## src/hw/rtl/apw_pkg.sv

```systemverilog
package apw_pkg;

    // Fixed field widths of the item and result ports.
    localparam int WEIGHT_IN_BITS = 32;
    localparam int FRAC_IN_BITS   = 16;
    localparam int INDEX_OUT_BITS = 8;
    localparam int STATUS_BITS    = 2;

    // Width of one partial product operand taken from the running total.
    localparam int MUL_CHUNK_BITS = 32;

    // Defaults for the top-level parameters.
    localparam int DEF_MAX_ENTRIES   = 256;
    localparam int DEF_WEIGHT_BITS   = 32;
    localparam int DEF_FRACTION_BITS = 16;

    localparam logic OP_ADD  = 1'b0;
    localparam logic OP_PICK = 1'b1;

    localparam logic [STATUS_BITS-1:0] ST_OK    = 2'd0;
    localparam logic [STATUS_BITS-1:0] ST_FULL  = 2'd1;
    localparam logic [STATUS_BITS-1:0] ST_EMPTY = 2'd2;

    typedef enum logic [2:0] {
        S_IDLE,
        S_ADD,
        S_PICK,
        S_MUL,
        S_MACC,
        S_SEL,
        S_SCAN,
        S_DONE
    } t_apw_state;

    typedef struct packed {
        logic load_in;
        logic add;
        logic set_empty;
        logic mul_start;
        logic mul_issue;
        logic mul_acc;
        logic rd_next;
        logic scan_step;
        logic set_hit;
        logic out_load;
    } t_apw_cmd;

    typedef struct packed {
        logic empty;
        logic mul_last;
        logic scan_hit;
        logic out_free;
    } t_apw_sts;

endpackage

```

## src/hw/rtl/apw_ctrl.sv

```systemverilog
module apw_ctrl (
    input  logic              i_clk,
    input  logic              i_rst_n,
    input  logic              i_in_valid,
    input  logic              i_opcode,
    output logic              o_in_ready,
    input  apw_pkg::t_apw_sts i_sts,
    output apw_pkg::t_apw_cmd o_cmd
);
    import apw_pkg::*;

    t_apw_state r_state;
    t_apw_state n_state;

    always_ff @(posedge i_clk) begin
        if (!i_rst_n) begin
            r_state <= S_IDLE;
        end else begin
            r_state <= n_state;
        end
    end

    always_comb begin
        n_state = r_state;
        o_cmd   = '0;
        unique case (r_state)
            S_IDLE: begin
                if (i_in_valid) begin
                    o_cmd.load_in = 1'b1;
                    n_state = (i_opcode == OP_PICK) ? S_PICK : S_ADD;
                end
            end
            S_ADD: begin
                o_cmd.add = 1'b1;
                n_state = S_DONE;
            end
            S_PICK: begin
                if (i_sts.empty) begin
                    o_cmd.set_empty = 1'b1;
                    n_state = S_DONE;
                end else begin
                    o_cmd.mul_start = 1'b1;
                    n_state = S_MUL;
                end
            end
            S_MUL: begin
                o_cmd.mul_issue = 1'b1;
                n_state = S_MACC;
            end
            S_MACC: begin
                o_cmd.mul_acc = 1'b1;
                n_state = i_sts.mul_last ? S_SEL : S_MUL;
            end
            S_SEL: begin
                // Address of slot 0 goes to the memory in this cycle.
                o_cmd.rd_next = 1'b1;
                n_state = S_SCAN;
            end
            S_SCAN: begin
                if (i_sts.scan_hit) begin
                    o_cmd.set_hit = 1'b1;
                    n_state = S_DONE;
                end else begin
                    o_cmd.rd_next   = 1'b1;
                    o_cmd.scan_step = 1'b1;
                end
            end
            S_DONE: begin
                if (i_sts.out_free) begin
                    o_cmd.out_load = 1'b1;
                    n_state = S_IDLE;
                end
            end
            default: begin
                n_state = S_IDLE;
            end
        endcase
    end

    assign o_in_ready = (r_state == S_IDLE);

endmodule

```

## config.mk

```make
export PLATFORM = sky130hd
export DESIGN_NAME = apw_ctrl
export DESIGN_NICKNAME = d
export VERILOG_FILES = /design/src/hw/rtl/apw_pkg.sv /design/src/hw/rtl/apw_ctrl.sv
export SDC_FILE = /design/constraint.sdc
export NUM_CORES = 1
export LEC_CHECK = 0
export BUFFER_PORTS_ARGS = -buffer_cell sky130_fd_sc_hd__buf_2
export CORE_AREA = 2 2 39 41
export CTS_CLUSTER_SIZE = 20
export DETAILED_ROUTE_END_ITERATION = 10
export DIE_AREA = 0 0 41 43
export MAX_ROUTING_LAYER = met4
export PLACE_DENSITY = 0.45
export SYNTH_ARGS = -nofsm -noshare
export SYNTH_HDL_FRONTEND = slang
export SYNTH_SLANG_ARGS = --single-unit
```

## constraint.sdc

```tcl
create_clock -name i_clk -period 2.38 [get_ports i_clk]
set_clock_uncertainty 0.05 [all_clocks]
set_input_delay 0.714 -clock i_clk [delete_from_list [all_inputs] [get_ports i_clk]]
set_output_delay 0.714 -clock i_clk [all_outputs]
set_load 0.1 [all_outputs]
```

## Word-level counts from Yosys, hierarchy flattened

Cells that the tools add are included.

| storage, ports and cells | value |
|---|---|
| flip-flop bits (word level) | 3 |
| bits in latches | 0 |
| memory bits (writable) | 0 |
| memory bits (read-only) | 0 |
| bits of input ports | 8 |
| output and inout port bits | 11 |
| logic and storage cells | 34 |
| memories kept | 0 |

| operators by class | value |
|---|---|
| add/sub/neg operators | 0 |
| multiply operators | 0 |
| div/mod/pow operators | 0 |
| $lt $le $gt $ge | 0 |
| equality and inequality tests | 10 |
| shift operators | 0 |
| mux-type cells | 21 |
| bitwise operators | 0 |
| reduce and logical (&&, ||, !) cells | 2 |

Operator list:

| cell | count |
|---|---|
| one-hot mux 3 bit (8 select lines) | 1 |
| two-way mux 3 bit | 5 |
| == test 3 bit, second input constant | 4 |
| two-way mux 1 bit | 10 |
| two-way mux 2 bit | 4 |
| == test 3 x 2 -> 1 bit, second input constant | 2 |
| inequality test 2 bit, second input constant | 3 |
| == test 3 x 1 -> 1 bit, second input constant | 1 |
| zero test 3 bit | 1 |
| AND reduction 3 bit | 1 |
| one-hot mux 1 bit (2 select lines) | 1 |

## Longest topological paths before layout

Gate-level depths: netlist of the first run.

| logic depth | value |
|---|---|
| depth in word-level cells | 3 |
| mapped depth | 5 |
| gate-level depth less buffers | 4 |

## Worst setup path before layout of the first run

Ideal clock, no wire load.

| path | value |
|---|---|
| kind | input-to-output |
| start point | in i_sts[3] (netlist name) |
| end point | out o_cmd[6] (netlist name) |
| data arrival time | 3865 ps |
| required time | 1616 ps |
| path slack | -2249 ps |
| stages | 1 |
| path buffers | 0 |
| cell sequence | nor4b_1 |

| between the ends | value |
|---|---|
| cells in the longest elaborated chain, start to end | 2 |

RTL lines:

| item | line | text |
|---|---|---|
| start, declared | apw_ctrl.sv:7 | `input apw_pkg::t_apw_sts i_sts,` |
| two-way mux 1 bit | apw_ctrl.sv:38 | `if (i_sts.empty) begin` |
| two-way mux 2 bit | apw_ctrl.sv:26 | `unique case (r_state)` |
| end, declared | apw_ctrl.sv:8 | `output apw_pkg::t_apw_cmd o_cmd` |

Every way passes these cells.

==> results.md, run 1 <==
- Outcome: finished, final reports clean
- Final Cycle Share: 94.5%
- Clk_lat worst skew: 0.24 ns
- Routing usage on met2: 15.6%
- Antenna viol nets, final: 0
- Non-Filler Instances: 78
- Top post-synthesis cells by area: dfxtp_1 20%, and2_1 6.3%, nor2_1 6.3%
- RSZ-0062 raised after global routing: no
- Max reg flops: 3
- Starting Density: 21.6%
- Async S/R FF share, synth: 0%
- Via density: 4.68
- Boundary pin count: 19
- Critical Path Sink Type: output pin
- Worst-path clk slew: 0.04 ns
- Vias in the first global route: 330
- Synth cell count leaders: 5 x nor2_1, 4 x nand2_1
- Seq/Total Area, Yosys: 20.1%
- Ant diodes: 0
- Synth area leader: dfxtp_1
- R2R setup slack: 1.05 ns
- Area of the core: 0.00138 mm2
- DIE HEIGHT: 43 um
- Via count: 365
- Share of layout cells above drive strength 1: 62.9%
- Initial antenna violation count: 0
- Nets: 71
- CTS tree: done
- Worst setup SP type: flop
- Biggest regs: r_state: 3 flops
- First DRT Iteration DRCs: 10
- Register bit total from synthesis: 3
- Minimum clock period: 2.25 ns
- Final wirelength: 798 um
- Syn_area_per_cell: 7.29 um2
- Met3 usage: 7.85%
- Most Crowded Layer GR: met2
- Launch point of the critical path: r_state[1]
- Top reg by flops: r_state
- Met1 global-route usage: 15.1%
- Min-delay worst type: flop to flop
- Clock sinks: 3
- Die width: 41 um
- CTS Buffer Depth: 2
- Post-CTS Setup Inserts: 0
- Largest net degree at the start of global routing: 11
- Worst-path cell chain: or3_4, clkinvlp_4, and2_4, buf_12
- Post-synth top area share: 20.1%
- Max incr delay on CP: 0.44 ns
- Final setup viols: 0
- First-pass GRT wire length: 1390 um
- Number of synthesized flops with an enable pin: 0
- Synth unique cells: 22
- Top_reg_cell synth: dfxtp_1
- Reg2reg end: r_state[2]
- Fillers: 142
- Most common cell in the netlist: nor2_1
- Buffers on Ports: 18
- Final HPWL from detailed placement: 651 um
- DR WL/cell: 10.2 um
- CTS Buf Count: 3
- FMAX: 445 MHz
- Arrival @ worst endpoint: 1.48 ns
- Post-Syn Nets: 49
- Max-capacitance violation count: 0
- Cell Area, Synth: 299 um2
- CP endpoint: o_cmd[9]
- Die footprint: 0.00176 mm2
- Final Max Slew Viols: 0
- Final hold violation count: 0
- Area delta synth->final: 123%
- GR Util All Layers: 12.1%
- Setup CP Type: flop to output pin
- Worst-path cell with the longest stage delay: or3_4
- Worst slew margin: 68.1%
- DP Cell Count: 74
- Synth Instances: 41
- Drt drc: 0
- Gpl congestion: 0.796
- Remaining Overflow, GRT: 0
- CP required: 1.62 ns
- Site Rows: 14
- Reg2Reg Depth: 4
- Crit Path Max Fanout: 10
- Synth Warn #: 0
- Cell chosen for the clock root: clkbuf_4
- DRT Pass-1 Iters: 4
- Launching point of the worst reg2reg path: r_state[1]
- Slew @ Worst Pin: 0.482 ns
- H-tree depth: 1
-- worst max-delay path: cells and delay by family (launching register included) --
kind / cells / cell delay [ns]
AND/OR/NAND/NOR: 2 / 0.59
flip-flops: 1 / 0.38
buffers and inverters: 2 / 0.27
-- how the worst min path moves through the flow --
| stage | startpoint | end | slack [ns] | depth (start not counted) |
|---|---|---|---|---|
| finish | r_state[1] | r_state[1] | 0.63 | 3 |
| global route | i_rst_n | r_state[2] | 0.67 | 3 |
| CTS | r_state[2] | r_state[0] | 0.67 | 2 |
| detailed placement | r_state[2] | r_state[0] | 0.66 | 2 |
| global placement | r_state[2] | r_state[0] | 0.68 | 2 |
| floorplan | r_state[2] | r_state[1] | 0.59 | 3 |
-- per-layer routing --
layer  vias up  wire (um)
met5         -          0
met4         0          0
met3         0         64
met2        13        386
met1       168        347
li1        184          -
-- layout make-up --
cell class                      count  area (um2)  area share (%)
Sequential cell                     3        62.6            9.40
Multi-Input combinational cell     33         290            43.6
Clock buffer                        4        26.3            3.95
Timing Repair Buffer               20         255            38.3
Tap cell                           16        20.0            3.01
Inverter                            2        11.3            1.69
-- repair_timing --
action / in CTS / in global routing
setup endpoints to repair: 0 / 2
gates resized for setup: 0 / 2
hold buffers: 0 / 0
-- metrics by stage --
step | utilization (%) | TNS, ns | hold WS [ns] | worst slack [ns] | cell area [um2]
after global placement | 46.0 | 0 | 0.681 | 0.220 | 637
final | 48.1 | 0 | 0.631 | 0.131 | 666
after CTS | 47.9 | 0 | 0.667 | 0.0331 | 663
after global routing | 48.1 | 0 | 0.667 | 0.0683 | 666
after detailed placement | 46.0 | 0 | 0.662 | 0.215 | 637
after floorplan | - | -0.259 | 0.587 | -0.138 | 383
-- kinds of logic after synthesis --
family	after synthesis	share of synthesized area, %
mux	2	7.11
compound gates	7	15.5
flops	3	20.1
simple gates	24	48.1
buf+inv	5	9.20
-- cells in the final DEF, fill, tap and decap left out, drive strengths merged, types with 2 or more instances in the layout --
master and instances:
o21ai 3, nor3b 2, nand2 4, dfxtp 3, nor2b 2, and2 3
buf 20, nor3 4, nor2 5, clkbuf 4, a21oi 2
Power of run 1 is not shown: default switching activity piles up to over one toggle a cycle in this logic, so the estimate is an artifact.
==> run 2, diff against run 1 <==
Settings changed: CTS_CLUSTER_DIAMETER set to 80, REMOVE_ABC_BUFFERS set to 1.
==> results.md, run 2 (same netlist as run 1, synthesis figures left out) <==
- Outcome: finished, final reports clean
- FMAX: 438 MHz (-1.6%)
- Gpl congestion: 0.817 (+2.6%)
- Share of layout cells above drive strength 1: 47.6% (-15 points)
- Die footprint: 0.00176 mm2 (unchanged)
- First DRT Iteration DRCs: 5 (-5)
- CTS Buf Count: 3 (unchanged)
- Post-CTS sizing: 0 (unchanged)
- DRT Pass-1 Iters: 4 (unchanged)
- CTS tree: done
- Max-capacitance violation count: 0 (unchanged)
- RSZ-0062 raised after global routing: no
- Final HPWL from detailed placement: 645 um (-0.89%)
- Drt drc: 0 (unchanged)
- Post-CTS Setup Inserts: 0 (unchanged)
- Min-delay worst type: flop to flop
- First-pass GRT wire length: 1340 um (-3.5%)
- Area delta synth->final: 87.4%
- Final wirelength: 803 um (+0.63%)
- DIE HEIGHT: 43 um (unchanged)
- Max reg flops: 3 (unchanged)
- Worst-path clk slew: 0.04 ns (about the same)
- Final Cycle Share: 96.0% (+1.5 points)
- Area of the core: 0.00138 mm2 (unchanged)
- Boundary pin count: 19 (unchanged)
- Worst slew margin: 67.6% (-0.48 points)
- Crit Path Max Fanout: 10 (unchanged)
- Most frequent cells in the layout: 10 x buf_2, 8 x buf_12, 5 x nor2_1
- Arrival @ worst endpoint: 1.52 ns (+0.04 ns)
- CP required: 1.62 ns (about the same)
- Starting Density: 21.6% (unchanged)
- Via count: 353 (-3.3%)
- Commonest non-fill, non-tap cell in the layout: buf_2
- Remaining Overflow, GRT: 0 (unchanged)
- Via density: 4.47 (-4.5%)
- Largest net degree at the start of global routing: 15 (+4)
- Critical Path Sink Type: output pin
- Final setup viols: 0 (unchanged)
- Vias in the first global route: 331 (+0.30%)
- Die width: 41 um (unchanged)
- Cell chosen for the clock root: clkbuf_4
- H-tree depth: 1 (unchanged)
- Site Rows: 14 (unchanged)
- Clock sinks: 3 (unchanged)
- CTS Buffer Depth: 2 (unchanged)
- Antenna viol nets, final: 0 (unchanged)
- CTS Hold Bufs: 0 (unchanged)
- Top reg by flops: r_state
- Worst setup SP type: flop
- Non-Filler Instances: 79 (+1.3%)
- Minimum clock period: 2.29 ns (+0.0361 ns)
- Clk_lat worst skew: 0.23 ns (about the same)
- Initial antenna violation count: 0 (unchanged)
- Nets: 72 (+1.4%)
- Setup TNS: 0 ns (unchanged)
- Buffers on Ports: 18 (unchanged)
- Final Max Slew Viols: 0 (unchanged)
- Final hold violation count: 0 (unchanged)
- Biggest regs: r_state: 3 flops
- Setup CP Type: flop to output pin
- GR Util All Layers: 11.4% (-0.73 points)
- DP Cell Count: 75 (+1.4%)
- DR WL/cell: 10.2 um (-0.65%)
- Fillers: 149 (+4.9%)
- Ant diodes: 0 (unchanged)
- Slew @ Worst Pin: 0.489 ns (+0.00730 ns)
run 2: cell types whose count changed in the layout (fill, tap and decap cells not counted), moves of 2 or more:
cell     previous run  this run
buf_2               8        10
buf_12             10         8
nor3b_4             2         0
nor3b_1             0         2
run 2: path summary, 6_finish.rpt:
| kind | from | slack [ns] | to | depth (start not counted) |
|---|---|---|---|---|
| setup / recovery | r_state[1] | 0.09 | o_cmd[9] | 4 |
| hold reg to reg | r_state[1] | 0.60 | r_state[1] | 3 |
| setup reg to reg | r_state[1] | 1.06 | r_state[2] | 4 |
| hold / removal | r_state[1] | 0.60 | r_state[1] | 3 |
run 2: metrics by stage:
step / hold WS [ns] / cell area [um2] / utilization [%] / setup slack, ns
2_1_floorplan: 0.562 / 279 / - / -2.25
3_3_place_gp: 0.657 / 532 / 38.4 / 0.171
3_5_place_dp: 0.651 / 532 / 38.4 / 0.134
4_1_cts: 0.664 / 558 / 40.3 / 0.0237
5_1_grt: 0.674 / 561 / 40.5 / 0.0289
6_report: 0.600 / 561 / 40.5 / 0.0949
run 2: cell type report:
| class | instances | area (um2) | share of cell area [%] |
|---|---|---|---|
| Timing Repair Buffer | 21 | 233 | 41.5 |
| Inverter | 2 | 7.51 | 1.34 |
| Sequential cell | 3 | 62.6 | 11.2 |
| Clock buffer | 4 | 26.3 | 4.69 |
| Tap cell | 16 | 20.0 | 3.57 |
| Multi-Input combinational cell | 33 | 211 | 37.7 |
run 2: layer usage:
metal	up-vias	global-route usage (%)	share of wire [%]
met3	2	0.524	3.5
met5	-	-	0
met4	0	8.00	1.0
met1	154	14.7	44
met2	11	16.3	51
li1	186	-	-
run 2: critical path: stages, from the launching register on:
cell and delay (ns):
dfxtp_2 0.37, or3_4 0.43, inv_1 0.12, and2_1 0.18
buf_12 0.18
Power of run 2 is left out for the same reason.
==> run 3, diff against run 2 <==
Settings changed: GPL_ROUTABILITY_DRIVEN set to 0, PLACE_DENSITY 0.45 to 0.46, SETUP_SLACK_MARGIN set to 0.2.
==> results.md, run 3 (same netlist as run 1, synthesis figures left out) <==
- Outcome: finished, final reports clean
- Crit Path Max Fanout: 10 (unchanged)
- Final setup viols: 0 (unchanged)
- Wl on met1: 358 um (+1.4%)
- GR Util All Layers: 12.1% (+0.73 points)
- Fillers: 139 (-6.7%)
- Initial antenna violation count: 0 (unchanged)
- Top Metal Used: met3
- Ant diodes: 0 (unchanged)
- FMAX: 455 MHz (+4.0%)
- Min-delay worst type: flop to flop
- Nets: 75 (+4.2%)
- Worst Hold Path EP: r_state[1]
- Worst setup SP type: flop
- Site Rows: 14 (unchanged)
- Worst-case hold slack: 0.590 ns (-0.00976 ns)
- Biggest regs: r_state: 3 flops
- Finished Cell Area: 596 um2 (+6.2%)
- Worst slew margin: 67.5% (-0.082 points)
- Slew @ Worst Pin: 0.491 ns (+0.00123 ns)
- Hold_sp: r_state[1]
- CTS tree: done
- Starting Density: 21.6% (unchanged)
- H-tree depth: 1 (unchanged)
- Placed inst area: 532 um2 (unchanged)
- Final HPWL from detailed placement: 632 um (-2.1%)
- CTS Buf Count: 3 (unchanged)
- DRT Pass-1 Iters: 4 (unchanged)
- Hold depth: 3 (unchanged)
- Die footprint: 0.00176 mm2 (unchanged)
- Worst-path clk slew: 0.04 ns (about the same)
- Setup CP Type: flop to output pin
- Arrival @ worst endpoint: 1.43 ns (-0.09 ns)
- Final Cycle Share: 92.4% (-3.7 points)
- Share of layout cells above drive strength 1: 56.1% (+8.4 points)
- Cell chosen for the clock root: clkbuf_4
- Clock sinks: 3 (unchanged)
- Top reg by flops: r_state
- First-pass GRT wire length: 1380 um (+3.1%)
- Reg2reg end: r_state[2]
- DIE HEIGHT: 43 um (unchanged)
- Boundary pin count: 19 (unchanged)
- Via density: 4.52 (+1.3%)
- DR WL/cell: 10.2 um (+0.54%)
- Wire length on met3: 39 um (+39%)
- Remaining Overflow, GRT: 0 (unchanged)
- Minimum clock period: 2.20 ns (-0.0869 ns)
- R2R setup slack: 0.98 ns (-0.08 ns)
- Commonest non-fill, non-tap cell in the layout: buf_2
- Clk_lat worst skew: 0.23 ns (about the same)
- Final hold violation count: 0 (unchanged)
- Reg2Reg Depth: 5 (+1)
- CP required: 1.62 ns (about the same)
- Critical Path Sink Type: output pin
- Max-capacitance violation count: 0 (unchanged)
- Area delta synth->final: 99.2%
- Area of the core: 0.00138 mm2 (unchanged)
- Via count: 371 (+5.1%)
- Launching point of the worst reg2reg path: r_state[1]
- Final wirelength: 838 um (+4.4%)
- Antenna viol nets, final: 0 (unchanged)
- Largest net degree at the start of global routing: 15 (unchanged)
- Vias in the first global route: 314 (-5.1%)
- Die width: 41 um (unchanged)
- Most frequent cells in the layout: 9 x buf_2, 8 x buf_12, 6 x buf_4
- Max reg flops: 3 (unchanged)
- CTS Buffer Depth: 2 (unchanged)
- Met2 routed WL: 440 um (+6.8%)
- Final Max Slew Viols: 0 (unchanged)
- Buffers on Ports: 18 (unchanged)
- RSZ-0062 raised after global routing: yes
- First DRT Iteration DRCs: 3 (-2)
- Drt drc: 0 (unchanged)
-- run 3: what timing repair did --
item                                   in CTS  in global routing
hold buffers                                0                  0
endpoints found under the hold margin       0                  0
gates resized for setup                     4                  3
setup endpoints to repair                   7                  6
buffers inserted                            0                  3
pin swaps                                   0                  1
gates cloned                                0                  0
-- run 3: worst max-delay path by stage --
stage | depth (start not counted) | from | end
after CTS | 4 | r_state[1] | o_cmd[9]
final | 4 | r_state[1] | o_cmd[9]
after global routing | 4 | r_state[0] | o_cmd[9]
after floorplan | 1 | i_sts[3] | o_cmd[6]
after global placement | 5 | i_sts[1] | o_cmd[3]
after detailed placement | 5 | i_sts[1] | o_cmd[3]
-- run 3: final cells by class --
| type | count | area (um2) | share of cell area (%) |
|---|---|---|---|
| clock buffer | 4 | 26.3 | 4.41 |
| inverter | 2 | 7.51 | 1.26 |
| multi-input combinational | 33 | 221 | 37.2 |
| sequential | 3 | 62.6 | 10.5 |
| tap | 16 | 20.0 | 3.36 |
| timing repair buffer | 24 | 258 | 43.3 |
-- run 3: worst max-delay path, cell delays in order (launching register included) --
cell and delay [ns]:
dfxtp_2 0.36, or3_4 0.40, inv_2 0.09, and2_1 0.17, buf_12 0.18
-- run 3: per-stage QoR --
stage	std cells	setup slack [ns]	utilization [%]	setup TNS [ns]
floorplan	38	-2.25	-	-9.82
global placement	75	0.180	38.4	0
detailed placement	75	0.120	38.4	0
CTS	79	0.126	40.7	0
global route	82	0.130	43.0	0
finish	82	0.182	43.0	0
-- run 3: layer usage --
| layer | track usage (%) | up-vias |
|---|---|---|
| li1 | - | 196 |
| met1 | 15.7 | 162 |
| met2 | 15.6 | 13 |
| met3 | 5.24 | 0 |
| met4 | 6.00 | 0 |
| met5 | - | - |
Power of run 3 is left out for the same reason.
